===== src/design/size_class_refcount_allocator_defines.svh =====
// ----------------------------------------------------------------------------
// Size class allocator assertion macros
// Shared property forms for the allocator checks.
// ----------------------------------------------------------------------------
`ifndef SIZE_CLASS_REFCOUNT_ALLOCATOR_DEFINES_SVH
`define SIZE_CLASS_REFCOUNT_ALLOCATOR_DEFINES_SVH

// Same-cycle implication, sampled on clk and disabled in reset.
`define SCRA_ASSERT_SAME(lbl, ante, cons) \
  lbl: assert property (@(posedge clk) disable iff (rst) (ante) |-> (cons)) \
    else $error("allocator check failed");

// Next-cycle implication, sampled on clk and disabled in reset.
`define SCRA_ASSERT_NEXT(lbl, ante, cons) \
  lbl: assert property (@(posedge clk) disable iff (rst) (ante) |=> (cons)) \
    else $error("allocator check failed");

`endif


===== src/design/scra_pkg.sv =====
`timescale 1ns / 1ps
// ----------------------------------------------------------------------------
// Allocator package
// Types, constants and size class tables shared by the allocator modules.
// ----------------------------------------------------------------------------
package scra_pkg;

  localparam int HEAP_WORDS  = 16384;
  localparam int WORD_W      = $clog2(HEAP_WORDS);
  localparam int BIG_ENTRIES = 16;
  localparam int BIG_IDX_W   = $clog2(BIG_ENTRIES);
  localparam int BIG_CNT_W   = BIG_IDX_W + 1;
  localparam int NUM_SMALL   = 8;
  localparam int CLS_W       = 3;
  localparam int TOP_W       = 7;
  localparam int PAGE_CAP    = 64;
  localparam int CFG_IDX_W   = 1;
  localparam int CFG_DATA_W  = 10;

  typedef enum logic [2:0] {
    CMD_ALLOC   = 3'd0,
    CMD_RETAIN  = 3'd1,
    CMD_RELEASE = 3'd2,
    CMD_READ_RC = 3'd3,
    CMD_READ_SZ = 3'd4
  } cmd_code_t;

  typedef enum logic [2:0] {
    ST_OK       = 3'd0,
    ST_NULL     = 3'd1,
    ST_OOM      = 3'd2,
    ST_BAD_ADDR = 3'd3,
    ST_FREE     = 3'd4,
    ST_FULL     = 3'd5
  } status_t;

  typedef enum logic [2:0] {
    SRC_NONE,
    SRC_SMALL_ALLOC,
    SRC_BIG_HIT,
    SRC_BIG_NEW,
    SRC_SMALL_OP,
    SRC_BIG_OP
  } src_t;

  localparam logic [CFG_IDX_W-1:0] REG_BASE = 1'd0;
  localparam logic [CFG_IDX_W-1:0] REG_SIZE = 1'd1;

  typedef struct packed {
    logic    load;
    logic    clr_step;
    logic    carve_init;
    logic    carve_step;
    logic    pop_wr;
    logic    scan_init;
    logic    scan_step;
    logic    set_cls0;
    logic    res_we;
    status_t res_st;
    src_t    res_src;
  } dp_cmd_t;

  typedef struct packed {
    logic is_null;
    logic is_alloc;
    logic is_big_req;
    logic is_small_addr;
    logic small_bad;
    logic head_valid;
    logic heap_full;
    logic carve_last;
    logic scan_last;
    logic found;
    logic table_full;
    logic no_room;
    logic hdr_tag;
    logic clr_last;
  } dp_stat_t;

  function automatic logic [10:0] class_bytes(input logic [CLS_W-1:0] c);
    case (c)
      3'd0:    class_bytes = 11'd16;
      3'd1:    class_bytes = 11'd20;
      3'd2:    class_bytes = 11'd32;
      3'd3:    class_bytes = 11'd64;
      3'd4:    class_bytes = 11'd128;
      3'd5:    class_bytes = 11'd256;
      3'd6:    class_bytes = 11'd512;
      default: class_bytes = 11'd1024;
    endcase
  endfunction

  function automatic logic [8:0] class_step(input logic [CLS_W-1:0] c);
    case (c)
      3'd0:    class_step = 9'd4;
      3'd1:    class_step = 9'd5;
      3'd2:    class_step = 9'd8;
      3'd3:    class_step = 9'd16;
      3'd4:    class_step = 9'd32;
      3'd5:    class_step = 9'd64;
      3'd6:    class_step = 9'd128;
      default: class_step = 9'd256;
    endcase
  endfunction

  function automatic logic [5:0] class_last(input logic [CLS_W-1:0] c);
    case (c)
      3'd0:    class_last = 6'd63;
      3'd1:    class_last = 6'd50;
      3'd2:    class_last = 6'd31;
      3'd3:    class_last = 6'd15;
      3'd4:    class_last = 6'd7;
      3'd5:    class_last = 6'd3;
      3'd6:    class_last = 6'd1;
      default: class_last = 6'd0;
    endcase
  endfunction

  function automatic logic [CLS_W-1:0] small_class(input logic [16:0] need);
    if (need <= 17'd16)       small_class = 3'd0;
    else if (need <= 17'd20)  small_class = 3'd1;
    else if (need <= 17'd32)  small_class = 3'd2;
    else if (need <= 17'd64)  small_class = 3'd3;
    else if (need <= 17'd128) small_class = 3'd4;
    else if (need <= 17'd256) small_class = 3'd5;
    else if (need <= 17'd512) small_class = 3'd6;
    else                      small_class = 3'd7;
  endfunction

  function automatic logic [7:0] rc_update(input logic [2:0] cmd, input logic [7:0] cur);
    rc_update = cur;
    if (cur != 8'd255) begin
      if (cmd == CMD_RETAIN) rc_update = cur + 8'd1;
      else if (cmd == CMD_RELEASE) rc_update = cur - 8'd1;
    end
  endfunction

endpackage


===== src/design/scra_ctrl.sv =====
`timescale 1ns / 1ps
// ----------------------------------------------------------------------------
// Allocator controller
// Sequences each command through the datapath and raises the result strobe.
// ----------------------------------------------------------------------------
`include "size_class_refcount_allocator_defines.svh"

module scra_ctrl (
  input  logic               clk,
  input  logic               rst,
  input  logic               start,
  output logic               busy,
  output logic               done,
  output scra_pkg::dp_cmd_t  cmd,
  input  scra_pkg::dp_stat_t stat
);
  import scra_pkg::*;

  typedef enum logic [9:0] {
    S_CLEAR  = 10'b0000000001,
    S_IDLE   = 10'b0000000010,
    S_DECODE = 10'b0000000100,
    S_ACHK   = 10'b0000001000,
    S_CARVE  = 10'b0000010000,
    S_POPW   = 10'b0000100000,
    S_BSCAN  = 10'b0001000000,
    S_BEVAL  = 10'b0010000000,
    S_BNEW   = 10'b0100000000,
    S_FWAIT  = 10'b1000000000
  } state_t;

  state_t state, state_next;
  logic   alloc_big, alloc_big_next;

  assign busy = (state != S_IDLE);

  always_comb begin
    cmd            = '0;
    cmd.res_st     = ST_OK;
    cmd.res_src    = SRC_NONE;
    state_next     = state;
    alloc_big_next = alloc_big;
    unique case (state)
      S_CLEAR: begin
        cmd.clr_step = 1'b1;
        if (stat.clr_last) state_next = S_IDLE;
      end
      S_IDLE: begin
        if (start) begin
          cmd.load       = 1'b1;
          alloc_big_next = 1'b0;
          state_next     = S_DECODE;
        end
      end
      S_DECODE: begin
        if (stat.is_null) begin
          cmd.res_we = 1'b1;
          cmd.res_st = ST_NULL;
          state_next = S_IDLE;
        end else if (stat.is_alloc) begin
          if (stat.is_big_req) begin
            cmd.scan_init = 1'b1;
            state_next    = S_BSCAN;
          end else begin
            state_next = S_ACHK;
          end
        end else if (stat.is_small_addr) begin
          if (stat.small_bad) begin
            cmd.res_we = 1'b1;
            cmd.res_st = ST_BAD_ADDR;
            state_next = S_IDLE;
          end else begin
            state_next = S_FWAIT;
          end
        end else begin
          cmd.scan_init = 1'b1;
          state_next    = S_BSCAN;
        end
      end
      S_ACHK: begin
        if (stat.head_valid) begin
          state_next = S_POPW;
        end else if (stat.heap_full) begin
          cmd.res_we = 1'b1;
          cmd.res_st = ST_OOM;
          state_next = S_IDLE;
        end else begin
          cmd.carve_init = 1'b1;
          state_next     = S_CARVE;
        end
      end
      S_CARVE: begin
        cmd.carve_step = 1'b1;
        if (stat.carve_last) state_next = S_ACHK;
      end
      S_POPW: begin
        cmd.pop_wr = 1'b1;
        if (alloc_big) begin
          state_next = S_BNEW;
        end else begin
          cmd.res_we  = 1'b1;
          cmd.res_src = SRC_SMALL_ALLOC;
          state_next  = S_IDLE;
        end
      end
      S_BSCAN: begin
        cmd.scan_step = 1'b1;
        if (stat.scan_last) state_next = S_BEVAL;
      end
      S_BEVAL: begin
        if (stat.is_alloc) begin
          if (stat.found) begin
            cmd.res_we  = 1'b1;
            cmd.res_src = SRC_BIG_HIT;
            state_next  = S_IDLE;
          end else if (stat.table_full) begin
            cmd.res_we = 1'b1;
            cmd.res_st = ST_FULL;
            state_next = S_IDLE;
          end else begin
            cmd.set_cls0   = 1'b1;
            alloc_big_next = 1'b1;
            state_next     = S_ACHK;
          end
        end else begin
          cmd.res_we = 1'b1;
          state_next = S_IDLE;
          if (stat.found) cmd.res_src = SRC_BIG_OP;
          else cmd.res_st = ST_BAD_ADDR;
        end
      end
      S_BNEW: begin
        cmd.res_we = 1'b1;
        state_next = S_IDLE;
        if (stat.no_room) cmd.res_st = ST_OOM;
        else cmd.res_src = SRC_BIG_NEW;
      end
      S_FWAIT: begin
        cmd.res_we = 1'b1;
        state_next = S_IDLE;
        if (stat.hdr_tag) cmd.res_src = SRC_SMALL_OP;
        else cmd.res_st = ST_BAD_ADDR;
      end
      default: state_next = S_IDLE;
    endcase
  end

  always_ff @(posedge clk) begin
    if (rst) begin
      state     <= S_CLEAR;
      alloc_big <= 1'b0;
      done      <= 1'b0;
    end else begin
      state     <= state_next;
      alloc_big <= alloc_big_next;
      done      <= cmd.res_we;
    end
  end

  `SCRA_ASSERT_NEXT(a_strobe_single, done, !done)
  `SCRA_ASSERT_NEXT(a_accept_decodes, start && !busy, state == S_DECODE)
  `SCRA_ASSERT_SAME(a_lookup_not_big_alloc, state == S_FWAIT, !alloc_big)
  `SCRA_ASSERT_SAME(a_no_strobe_in_clear, state == S_CLEAR, !done)

endmodule


===== config.mk =====
export PLATFORM = sky130hd
export DESIGN_NAME = scra_ctrl
export DESIGN_NICKNAME = d
export VERILOG_FILES = /design/src/design/scra_pkg.sv /design/src/design/scra_ctrl.sv
export VERILOG_INCLUDE_DIRS = /design/src /design/src/design
export SDC_FILE = /design/constraint.sdc
export NUM_CORES = 1
export LEC_CHECK = 0
export BUFFER_PORTS_ARGS = -buffer_cell sky130_fd_sc_hd__buf_2
export CAP_MARGIN = 5
export CORE_MARGIN = 10
export CORE_UTILIZATION = 50
export DETAILED_ROUTE_END_ITERATION = 10
export PLACE_DENSITY_LB_ADDON = 0.1
export SLEW_MARGIN = 10
export SYNTH_ARGS = -nofsm -noshare
export SYNTH_HDL_FRONTEND = slang
export SYNTH_SLANG_ARGS = --single-unit

===== constraint.sdc =====
create_clock -name clk -period 3.99 [get_ports clk]
set_input_delay 0.798 -clock clk [delete_from_list [all_inputs] [get_ports clk]]
set_output_delay 0.798 -clock clk [all_outputs]
set_load 0.005 [all_outputs]

After elaboration in Yosys (flattened, before gate mapping)
Cells that the tools add are included.

word-level totals
  register bits = 12
  bits of input ports = 17
  output and inout port bits = 17
  word-level logic and storage cells = 86

cells by class
  equal/unequal tests = 18
  muxes and demuxes = 61
  reduce and logical (&&, ||, !) cells = 4

operator list
  cell                                                              number
  10-bit 2-to-1 mux                                                 11
  10-bit one-hot mux with 8 select lines                            1
  4-bit 2-to-1 mux                                                  8
  1-bit 2-to-1 mux                                                  25
  3-bit one-hot mux with 5 select lines                             1
  7-bit 2-to-1 mux                                                  2
  2-bit != test, second input constant                              7
  3-bit one-hot mux with 4 select lines                             1
  10-bit by 1-bit == test with 1-bit output, second input constant  1
  10-bit == test, second input constant                             1
  10-bit by 2-bit == test with 1-bit output, second input constant  1
  10-bit by 3-bit == test with 1-bit output, second input constant  1
  10-bit by 4-bit == test with 1-bit output, second input constant  1
  10-bit by 5-bit == test with 1-bit output, second input constant  1
  10-bit by 6-bit == test with 1-bit output, second input constant  1
  10-bit by 7-bit == test with 1-bit output, second input constant  1
  10-bit by 8-bit == test with 1-bit output, second input constant  1
  10-bit by 9-bit == test with 1-bit output, second input constant  1
  2-bit 2-to-1 mux                                                  5
  10-bit by 2-bit != test with 1-bit output, second input constant  1
  3-bit 2-to-1 mux                                                  3
  9-bit 2-to-1 mux                                                  1
  5-bit 2-to-1 mux                                                  1
  1-bit one-hot mux with 5 select lines                             1
  5 further kinds                                                   5

Longest topological paths before layout
Gate-level depths: netlist of run 1.

  word-level depth = 5
  mapped depth = 6
  depth with buffers taken out = 5

Worst setup path after synthesis of run 1
OpenSTA, ideal clock, no wires.

  path type = reg2out
  start point = register state[9]
  end point = output cmd[6] (netlist bit)
  arrival = 2138 ps
  required time = 3192 ps
  slack = 1054 ps
  cell stages (with the launch flop) = 7
  buffers on the path = 1
  cell sequence = dfxtp_1 > or4_1 > or3_1 > buf_2 > or4b_4 > and3b_4 > nand3_1

RTL lines
  element                   RTL line          source
  start: declaration        scra_ctrl.sv:32   state_t state, state_next;
  start signal: assignment  scra_ctrl.sv:154  state <= state_next;
  end: declaration          scra_ctrl.sv:14   output scra_pkg::dp_cmd_t cmd,

==> impl_results.rst, run 1 <==
.. list-table::
   :header-rows: 1

   * - Metric
     - Value
   * - Result of the run
     - finished clean
   * - Count of buffers from port buffering
     - 33
   * - Cells after DPL
     - 158
   * - Global-route wire length before repair
     - 3950 um
   * - Relative slew slack
     - 59.3%
   * - CTS Root Cell
     - sky130_fd_sc_hd__clkbuf_4
   * - Post-synthesis instance total
     - 110
   * - Library cell contributing the largest single delay on the critical path
     - sky130_fd_sc_hd__or4_1
   * - Xor/xnor cell area share of the yosys netlist
     - 1.07%
   * - Clock buffer count from CTS
     - 3
   * - Worst-case vdd ir drop
     - 0.192 mV
   * - Yosys cell types
     - 34
   * - Clock net sink count
     - 12
   * - Sequential fraction of the synthesis area
     - 29.2%
   * - Maximum number of pins on one net before global-route repair
     - 8
   * - Post-detailed-placement half-perimeter wirelength
     - 2050 um
   * - Site Rows
     - 14
   * - Die extent in y
     - 60.5 um
   * - Most instantiated library cell after synthesis
     - sky130_fd_sc_hd__nor2_1
   * - Final routed DRC violation total
     - 0
   * - Class of the tightest hold or removal check
     - reg2reg
   * - Yosys warnings
     - 0
   * - Die width
     - 60.5 um
   * - Final cell count without fillers
     - 162
   * - Post-route antenna net violation count
     - 0
   * - Number of vias after detailed routing
     - 983
   * - Max H-tree Level
     - 1
   * - Drt wl/cell
     - 15.7 um
   * - GR Overflow Total
     - 0
   * - Static power due to leakage
     - 0.521 nW
   * - Cell area after technology mapping
     - 822 sq um
   * - Max Clock Skew
     - 0.00314 ns
   * - Compound-gate portion of the synthesized area
     - 16.0%
   * - List of cells traversed by the critical path
     - or4_1, or3_1, or4b_4, and3b_4, nand3_1, buf_2
   * - Post-CTS Setup Bufs
     - 0
   * - Worst Slack Setup Final
     - 0.534 ns
   * - Wire length reported by the detailed router
     - 2550 um
   * - Number of setup violations in the final report
     - 0
   * - CP required
     - 3.19 ns
   * - Number of enable-type register cells in the synthesized netlist
     - 0
   * - Final Hold Viols
     - 0
   * - Maximum count of clock buffers along a single path
     - 2
   * - Crit path arrival time
     - 2.66 ns
   * - Post-synthesis share of cell area spent on full adders, half adders and majority gates
     - 0%
   * - Highest cell delay on the worst timing path
     - 0.57 ns
   * - Routability-driven placement congestion ratio
     - 0.844
   * - Post-synthesis net count
     - 127
   * - Type of origin of the critical path
     - flip-flop
   * - Clock-pin slew on the worst setup and hold paths
     - 0.09 ns
   * - Crit end category
     - output port
   * - Share of synthesized registers carrying an async set or reset
     - 0%
   * - Top-level port count
     - 34
   * - Post-synthesis sequential element count
     - 12
   * - Highest attainable clock frequency
     - 289 MHz
   * - Layout overhead on the synthesized area
     - 26.3%
   * - Number of global-route vias before repair
     - 907
   * - Worst Path Max Fanout
     - 7
   * - Final TNS setup
     - 0 ns
   * - Category of the most critical setup path
     - reg2out
   * - Total Nets Final
     - 164
   * - Max-cap viol count
     - 0
   * - Max Transition Viols Final
     - 0
   * - Most frequently used flop master after synthesis
     - sky130_fd_sc_hd__dfxtp_1
   * - Main combinational cell family by area after synthesis
     - simple AND/OR/NAND/NOR gates
   * - Unrepaired setup endpoints after global routing
     - no
   * - DRT Pass-1 Iters
     - 4
   * - Diodes inserted
     - 0
   * - Library cell with the largest summed area after synthesis
     - sky130_fd_sc_hd__dfxtp_1
   * - Multiplexer area fraction after synthesis
     - 0%
   * - Slew at the pin closest to its max-slew limit
     - 0.605 ns
   * - Detailed-route vias per instance
     - 6.07
   * - Fraction of layout instances using a drive strength above 1
     - 32.2%
   * - Top cells by count, synth
     - sky130_fd_sc_hd__nor2_1 (13), sky130_fd_sc_hd__dfxtp_1 (12), sky130_fd_sc_hd__inv_1 (12)
   * - Worst skew pair latency
     - 0.29 ns
   * - Power, Total
     - 0.276 mW
   * - CTS tree
     - built
   * - Min Clock Period, post-route
     - 3.46 ns
   * - Overall die area
     - 3670 sq um
   * - Post-synthesis area per instance
     - 7.47 sq um
   * - Number of DRC markers in iteration 0
     - 41
   * - Total Routing Usage GR
     - 13.7%
   * - Fraction of the mapped netlist area in simple logic gates
     - 47.6%
   * - Area share of the leading cell type in the synthesized netlist
     - 29.2%
   * - Post-cts resize count
     - 0
   * - Main area contributors after synthesis
     - sky130_fd_sc_hd__dfxtp_1 (29%), sky130_fd_sc_hd__nor2_1 (5.9%), sky130_fd_sc_hd__inv_1 (5.5%)
   * - Initial antenna violation count
     - 0
   * - Effective utilization at floorplan
     - 53.9%
   * - CTS Hold Bufs
     - 0
   * - Filler cell count
     - 138
   * - Core area
     - 1520 sq um
   * - Cell area power density
     - 266 nW/um^2
   * - Period utilisation layout
     - 86.6%
   * - Placement-stage worst setup slack
     - 0.867 ns
-- metal layers --
layer | up-vias | wire length (um) | GRT usage (%)
li1 | 475 | - | -
met1 | 439 | 961 | 14.3
met2 | 64 | 1270 | 24.0
met3 | 5 | 287 | 5.01
met4 | 0 | 33 | 6.27
met5 | - | 0 | 0
-- stage by stage --
step | hold slack [ns] | area, sq um | util [%]
6_report | 0.474 | 1040 | 68.1
5_1_grt | 0.494 | 1040 | 68.1
3_5_place_dp | 0.467 | 1000 | 65.8
2_1_floorplan | 0.435 | 822 | -
3_3_place_gp | 0.459 | 1000 | 65.8
4_1_cts | 0.478 | 1040 | 68.1
-- logic make-up after synthesis --
kind of cell | after synthesis
compound gates | 18
xor+xnor | 1
buf+inv | 13
flops | 12
simple gates | 66
-- registers in the layout, indices dropped and copies added (netlist names) --
name and count:
state 10, done 1, alloc_big 1
-- worst max-delay path, delay by kind of cell, from the launching register on --
kind          cells  cell delay (ns)
simple gates      5             1.89
flops             1             0.36
buf+inv           1             0.11
-- final cells by class --
class / count / area, sq um / share of cell area, %
multi-input combinational: 85 / 532 / 51.2
sequential: 12 / 240 / 23.1
clock buffer: 4 / 36.3 / 3.49
timing repair buffer: 33 / 165 / 15.9
tap: 16 / 20.0 / 1.93
inverter: 12 / 45.0 / 4.34
-- report_power, final --
group / total, mW / internal (mW) / switching (mW)
clock network: 0.104 / 0.0556 / 0.0483
registers: 0.126 / 0.122 / 0.00352
logic: 0.0460 / 0.0197 / 0.0263
total: 0.276 / 0.198 / 0.0782
-- final timing paths --
path / end / cells past startpoint / slack, ns / startpoint
max: cmd[6] / 6 / 0.53 / state[9]$_SDFFE_PP0P_
min: state[8]$_SDFFE_PP0P_ / 2 / 0.47 / alloc_big$_SDFFE_PP0P_
max reg2reg: state[3]$_SDFFE_PP0P_ / 5 / 1.60 / state[9]$_SDFFE_PP0P_
min reg2reg: state[8]$_SDFFE_PP0P_ / 2 / 0.47 / alloc_big$_SDFFE_PP0P_
-- layout by cell type (no fill, tap or decap), types with 2 or more instances in the layout --
master,Yosys,layout
sky130_fd_sc_hd__or2_2,3,3
sky130_fd_sc_hd__buf_2,1,33
sky130_fd_sc_hd__nand2_1,8,8
sky130_fd_sc_hd__nand3_1,4,4
sky130_fd_sc_hd__inv_1,12,12
sky130_fd_sc_hd__a31o_2,2,2
sky130_fd_sc_hd__and3_1,4,4
sky130_fd_sc_hd__nand4b_1,2,2
sky130_fd_sc_hd__clkbuf_4,0,3
sky130_fd_sc_hd__nor4_1,4,4
sky130_fd_sc_hd__o21ai_0,2,2
sky130_fd_sc_hd__or3_1,4,4
sky130_fd_sc_hd__a21oi_1,5,5
sky130_fd_sc_hd__nor2_1,13,13
sky130_fd_sc_hd__nor3_1,4,4
sky130_fd_sc_hd__nand2b_1,2,2
sky130_fd_sc_hd__or4_1,4,4
sky130_fd_sc_hd__a31oi_1,3,3
sky130_fd_sc_hd__dfxtp_1,12,12
sky130_fd_sc_hd__nor2b_1,6,6
Power figures use the tool's default switching activity.
==> run 2: changes to the inputs <==
--- a/config.mk
+++ b/config.mk
@@ -6,10 +6,11 @@
 export SDC_FILE = /design/constraint.sdc
 export NUM_CORES = 1
 export LEC_CHECK = 0
+export ABC_AREA = 1
 export BUFFER_PORTS_ARGS = -buffer_cell sky130_fd_sc_hd__buf_2
 export CAP_MARGIN = 5
 export CORE_MARGIN = 10
-export CORE_UTILIZATION = 50
+export CORE_UTILIZATION = 55
 export DETAILED_ROUTE_END_ITERATION = 10
 export PLACE_DENSITY_LB_ADDON = 0.1
 export SLEW_MARGIN = 10
==> run 2 against run 1 <==
Non-clock buffer count did not move. Area after synthesis rose by 37%. Largest cell class unchanged. Critical endpoint unchanged. Combinational power rose by 48%. Via count rose by 17%. Clock power fell by 33%. Worst setup slack improved by 0.90 ns. Fmax rose by 35%. Synthesized cell count rose by 51%.
==> impl_results.rst, run 2 <==
.. list-table::
   :header-rows: 1

   * - Metric
     - Value
   * - Number of vias after detailed routing
     - 1,148 (was 983)
   * - Maximum number of pins on one net before global-route repair
     - 9 (was 8)
   * - Leading cell types in the layout, fill and taps excluded
     - sky130_fd_sc_hd__inv_1 (33), sky130_fd_sc_hd__buf_2 (33), sky130_fd_sc_hd__nand2_1 (22) (was sky130_fd_sc_hd__buf_2 (33), sky130_fd_sc_hd__nor2_1 (13), sky130_fd_sc_hd__inv_1 (12), sky130_fd_sc_hd__dfxtp_1 (12), sky130_fd_sc_hd__nand2_1 (8))
   * - Yosys warnings
     - 0 (unchanged)
   * - Most instantiated library cell after synthesis
     - sky130_fd_sc_hd__inv_1 (was sky130_fd_sc_hd__nor2_1)
   * - Post-CTS Setup Bufs
     - 0 (unchanged)
   * - Post-synthesis area per instance
     - 6.80 sq um (was 7.47 sq um)
   * - Number of DRC markers in iteration 0
     - 53 (was 41)
   * - Worst skew pair latency
     - 0.26 ns (was 0.29 ns)
   * - Type of origin of the critical path
     - input pin (was flip-flop)
   * - Overall die area
     - 4260 sq um (was 3670 sq um)
   * - Core area
     - 1960 sq um (was 1520 sq um)
   * - Post-cts resize count
     - 0 (unchanged)
   * - Min Clock Period, post-route
     - 2.56 ns (was 3.46 ns)
   * - Post-detailed-placement half-perimeter wirelength
     - 2550 um (was 2050 um)
   * - Diodes inserted
     - 0 (unchanged)
   * - Site Rows
     - 16 (was 14)
   * - DRT Pass-1 Iters
     - 5 (was 4)
   * - Post-synthesis sequential element count
     - 12 (unchanged)
   * - Routability-driven placement congestion ratio
     - 0.903 (was 0.844)
   * - Cell area power density
     - 197 nW/um^2 (was 266 nW/um^2)
   * - Area share of the leading cell type in the synthesized netlist
     - 21.3% (was 29.2%)
   * - Highest cell delay on the worst timing path
     - 0.17 ns (was 0.57 ns)
   * - Maximum count of clock buffers along a single path
     - 2 (unchanged)
   * - Biggest register
     - state (unchanged)
   * - Result of the run
     - finished clean (unchanged)
   * - Die extent in y
     - 65.3 um (was 60.5 um)
   * - CP required
     - 3.19 ns (about the same)
   * - Number of enable-type register cells in the synthesized netlist
     - 0 (unchanged)
   * - Max Clock Skew
     - 0.00374 ns (was 0.00314 ns)
   * - Period utilisation layout
     - 64.1% (was 86.6%)
   * - Total Nets Final
     - 220 (was 164)
   * - Max-cap viol count
     - 0 (unchanged)
   * - Clock buffer count from CTS
     - 3 (unchanged)
   * - Final TNS setup
     - 0 ns (unchanged)
   * - Detailed-route vias per instance
     - 5.04 (was 6.07)
   * - Global-route wire length before repair
     - 5020 um (was 3950 um)
   * - Post-synthesis instance total
     - 166 (was 110)
   * - Highest attainable clock frequency
     - 391 MHz (was 289 MHz)
   * - Top-level port count
     - 34 (unchanged)
   * - Share of synthesized registers carrying an async set or reset
     - 0% (unchanged)
   * - Clock net sink count
     - 12 (unchanged)
   * - Max reg flops
     - 10 (unchanged)
   * - Total Routing Usage GR
     - 14.2% (was 13.7%)
   * - Max Transition Viols Final
     - 0 (unchanged)
   * - Sequential fraction of the synthesis area
     - 21.3% (was 29.2%)
   * - CTS Hold Bufs
     - 0 (unchanged)
   * - Library cell with the largest summed area after synthesis
     - sky130_fd_sc_hd__dfxtp_1 (unchanged)
   * - Category of the most critical setup path
     - in2out (was reg2out)
   * - Initial antenna violation count
     - 0 (unchanged)
   * - Crit path arrival time
     - 1.76 ns (was 2.66 ns)
   * - Effective utilization at floorplan
     - 57.5% (was 53.9%)
   * - Final Util
     - 68.3% (was 68.1%)
   * - Relative slew slack
     - 76.3% (was 59.3%)
   * - Cell area after technology mapping
     - 1130 sq um (was 822 sq um)
   * - Clock-pin slew on the worst setup and hold paths
     - 0.07 ns (was 0.09 ns)
   * - Fraction of layout instances using a drive strength above 1
     - 42.8% (was 32.2%)
   * - Slew at the pin closest to its max-slew limit
     - 0.354 ns (was 0.605 ns)
   * - Crit end category
     - output port (unchanged)
   * - List of cells traversed by the critical path
     - buf_2, inv_1, nand3_1, nand2_1, nand3_1, nand4_1, inv_1, nand2_1, buf_2 (was or4_1, or3_1, or4b_4, and3b_4, nand3_1, buf_2)
   * - Yosys cell types
     - 27 (was 34)
   * - Unrepaired setup endpoints after global routing
     - no (unchanged)
   * - Layout overhead on the synthesized area
     - 18.7% (was 26.3%)
   * - Wire length reported by the detailed router
     - 2930 um (was 2550 um)
   * - Post-synthesis net count
     - 183 (was 127)
   * - Number of setup violations in the final report
     - 0 (unchanged)
   * - GR Overflow Total
     - 0 (unchanged)
   * - Final Hold Viols
     - 0 (unchanged)
   * - CTS Root Cell
     - sky130_fd_sc_hd__clkbuf_4 (unchanged)
   * - Filler cell count
     - 192 (was 138)
   * - Drt wl/cell
     - 12.9 um (was 15.7 um)
   * - Largest registers
     - state (10), alloc_big (1), done (1) (unchanged)
   * - Main area contributors after synthesis
     - sky130_fd_sc_hd__dfxtp_1 (21%), sky130_fd_sc_hd__inv_1 (11%), sky130_fd_sc_hd__nor2_4 (8.0%) (was sky130_fd_sc_hd__dfxtp_1 (29%), sky130_fd_sc_hd__nor2_1 (5.9%), sky130_fd_sc_hd__inv_1 (5.5%))
   * - Die width
     - 65.3 um (was 60.5 um)
   * - Most frequently used flop master after synthesis
     - sky130_fd_sc_hd__dfxtp_1 (unchanged)
   * - Max H-tree Level
     - 1 (unchanged)
   * - Final routed DRC violation total
     - 0 (unchanged)
   * - Number of global-route vias before repair
     - 1,198 (was 907)
   * - CTS tree
     - built (unchanged)
   * - Worst Path Max Fanout
     - 7 (unchanged)
   * - Class of the tightest hold or removal check
     - reg2reg (unchanged)
   * - Top cells by count, synth
     - sky130_fd_sc_hd__inv_1 (33), sky130_fd_sc_hd__nand2_1 (22), sky130_fd_sc_hd__nor2_1 (15) (was sky130_fd_sc_hd__nor2_1 (13), sky130_fd_sc_hd__dfxtp_1 (12), sky130_fd_sc_hd__inv_1 (12))
   * - Static power due to leakage
     - 0.751 nW (was 0.521 nW)
   * - Post-route antenna net violation count
     - 0 (unchanged)
   * - Library cell contributing the largest single delay on the critical path
     - sky130_fd_sc_hd__inv_1 (was sky130_fd_sc_hd__or4_1)
   * - Count of buffers from port buffering
     - 33 (unchanged)
   * - Worst-case vdd ir drop
     - 0.213 mV (was 0.192 mV)
==> run 2: changes by cell type in the layout (fill, tap and decap cells not counted), sizes merged, moves of 3 or more <==
| cell | delta |
|---|---|
| inv | +30 |
| nand2 | +30 |
| nor2 | +18 |
| nand3 | +11 |
| nor2b | -6 |
| nand4 | +5 |
| a31oi | -4 |
| and3 | -4 |
| or3 | -4 |
| or4 | -4 |
| or2 | -3 |
==> run 2: per-layer routing <==
| layer | vias to the layer above | routed length, um | GRT usage, % |
|---|---|---|---|
| li1 | 589 | - | - |
| met1 | 525 | 1160 | 14.9 |
| met2 | 32 | 1470 | 25.7 |
| met3 | 2 | 290 | 5.25 |
| met4 | 0 | 19 | 4.01 |
| met5 | - | 0 | 0 |
==> run 2: through the flow <==
stage               total power, mW  setup slack [ns]  area [sq um]  hold WS, ns  cells
floorplan                     0.177              1.77          1130        0.446    166
global route                  0.279              1.24          1340        0.531    228
global placement              0.195              1.49          1320        0.469    225
detailed placement            0.197              1.43          1320        0.473    225
finish                        0.265              1.43          1340        0.474    228
CTS                           0.267              1.42          1340        0.483    228
==> run 2: cell type report <==
type / count / area [sq um] / share of cell area (%)
Clock buffer: 3 / 22.5 / 1.68
Inverter: 42 / 158 / 11.8
Multi-Input combinational cell: 111 / 721 / 53.8
Sequential cell: 12 / 240 / 17.9
Tap cell: 27 / 33.8 / 2.52
Timing Repair Buffer: 33 / 165 / 12.3
==> run 2: worst max-delay path, delay by kind of cell <==
kind	cells	cell delay, ns
AND/OR/NAND/NOR	5	0.49
buffers and inverters	4	0.48
==> run 2: worst paths after layout <==
path | from | to | slack (ns) | cells past startpoint
hold / removal | alloc_big$_SDFFE_PP0P_ | state[8]$_SDFFE_PP0P_ | 0.47 | 2
hold reg to reg | alloc_big$_SDFFE_PP0P_ | state[8]$_SDFFE_PP0P_ | 0.47 | 2
setup reg to reg | state[5]$_SDFFE_PP0P_ | done$_SDFF_PP0_ | 2.59 | 7
setup / recovery | stat[12] | cmd[6] | 1.43 | 9
==> run 2: kinds of logic after synthesis <==
group           after synthesis  synth area share [%]
compound gates               11                  6.32
simple gates                100                  57.5
buf+inv                      43                  14.9
flops                        12                  21.3
==> run 2: where the power goes <==
group	switching, mW	leakage, nW	total [mW]	internal (mW)
logic	0.0429	0.639	0.0683	0.0254
clock network	0.0350	0.0138	0.0698	0.0348
registers	0.00383	0.0974	0.126	0.123
total	0.0818	0.751	0.265	0.183
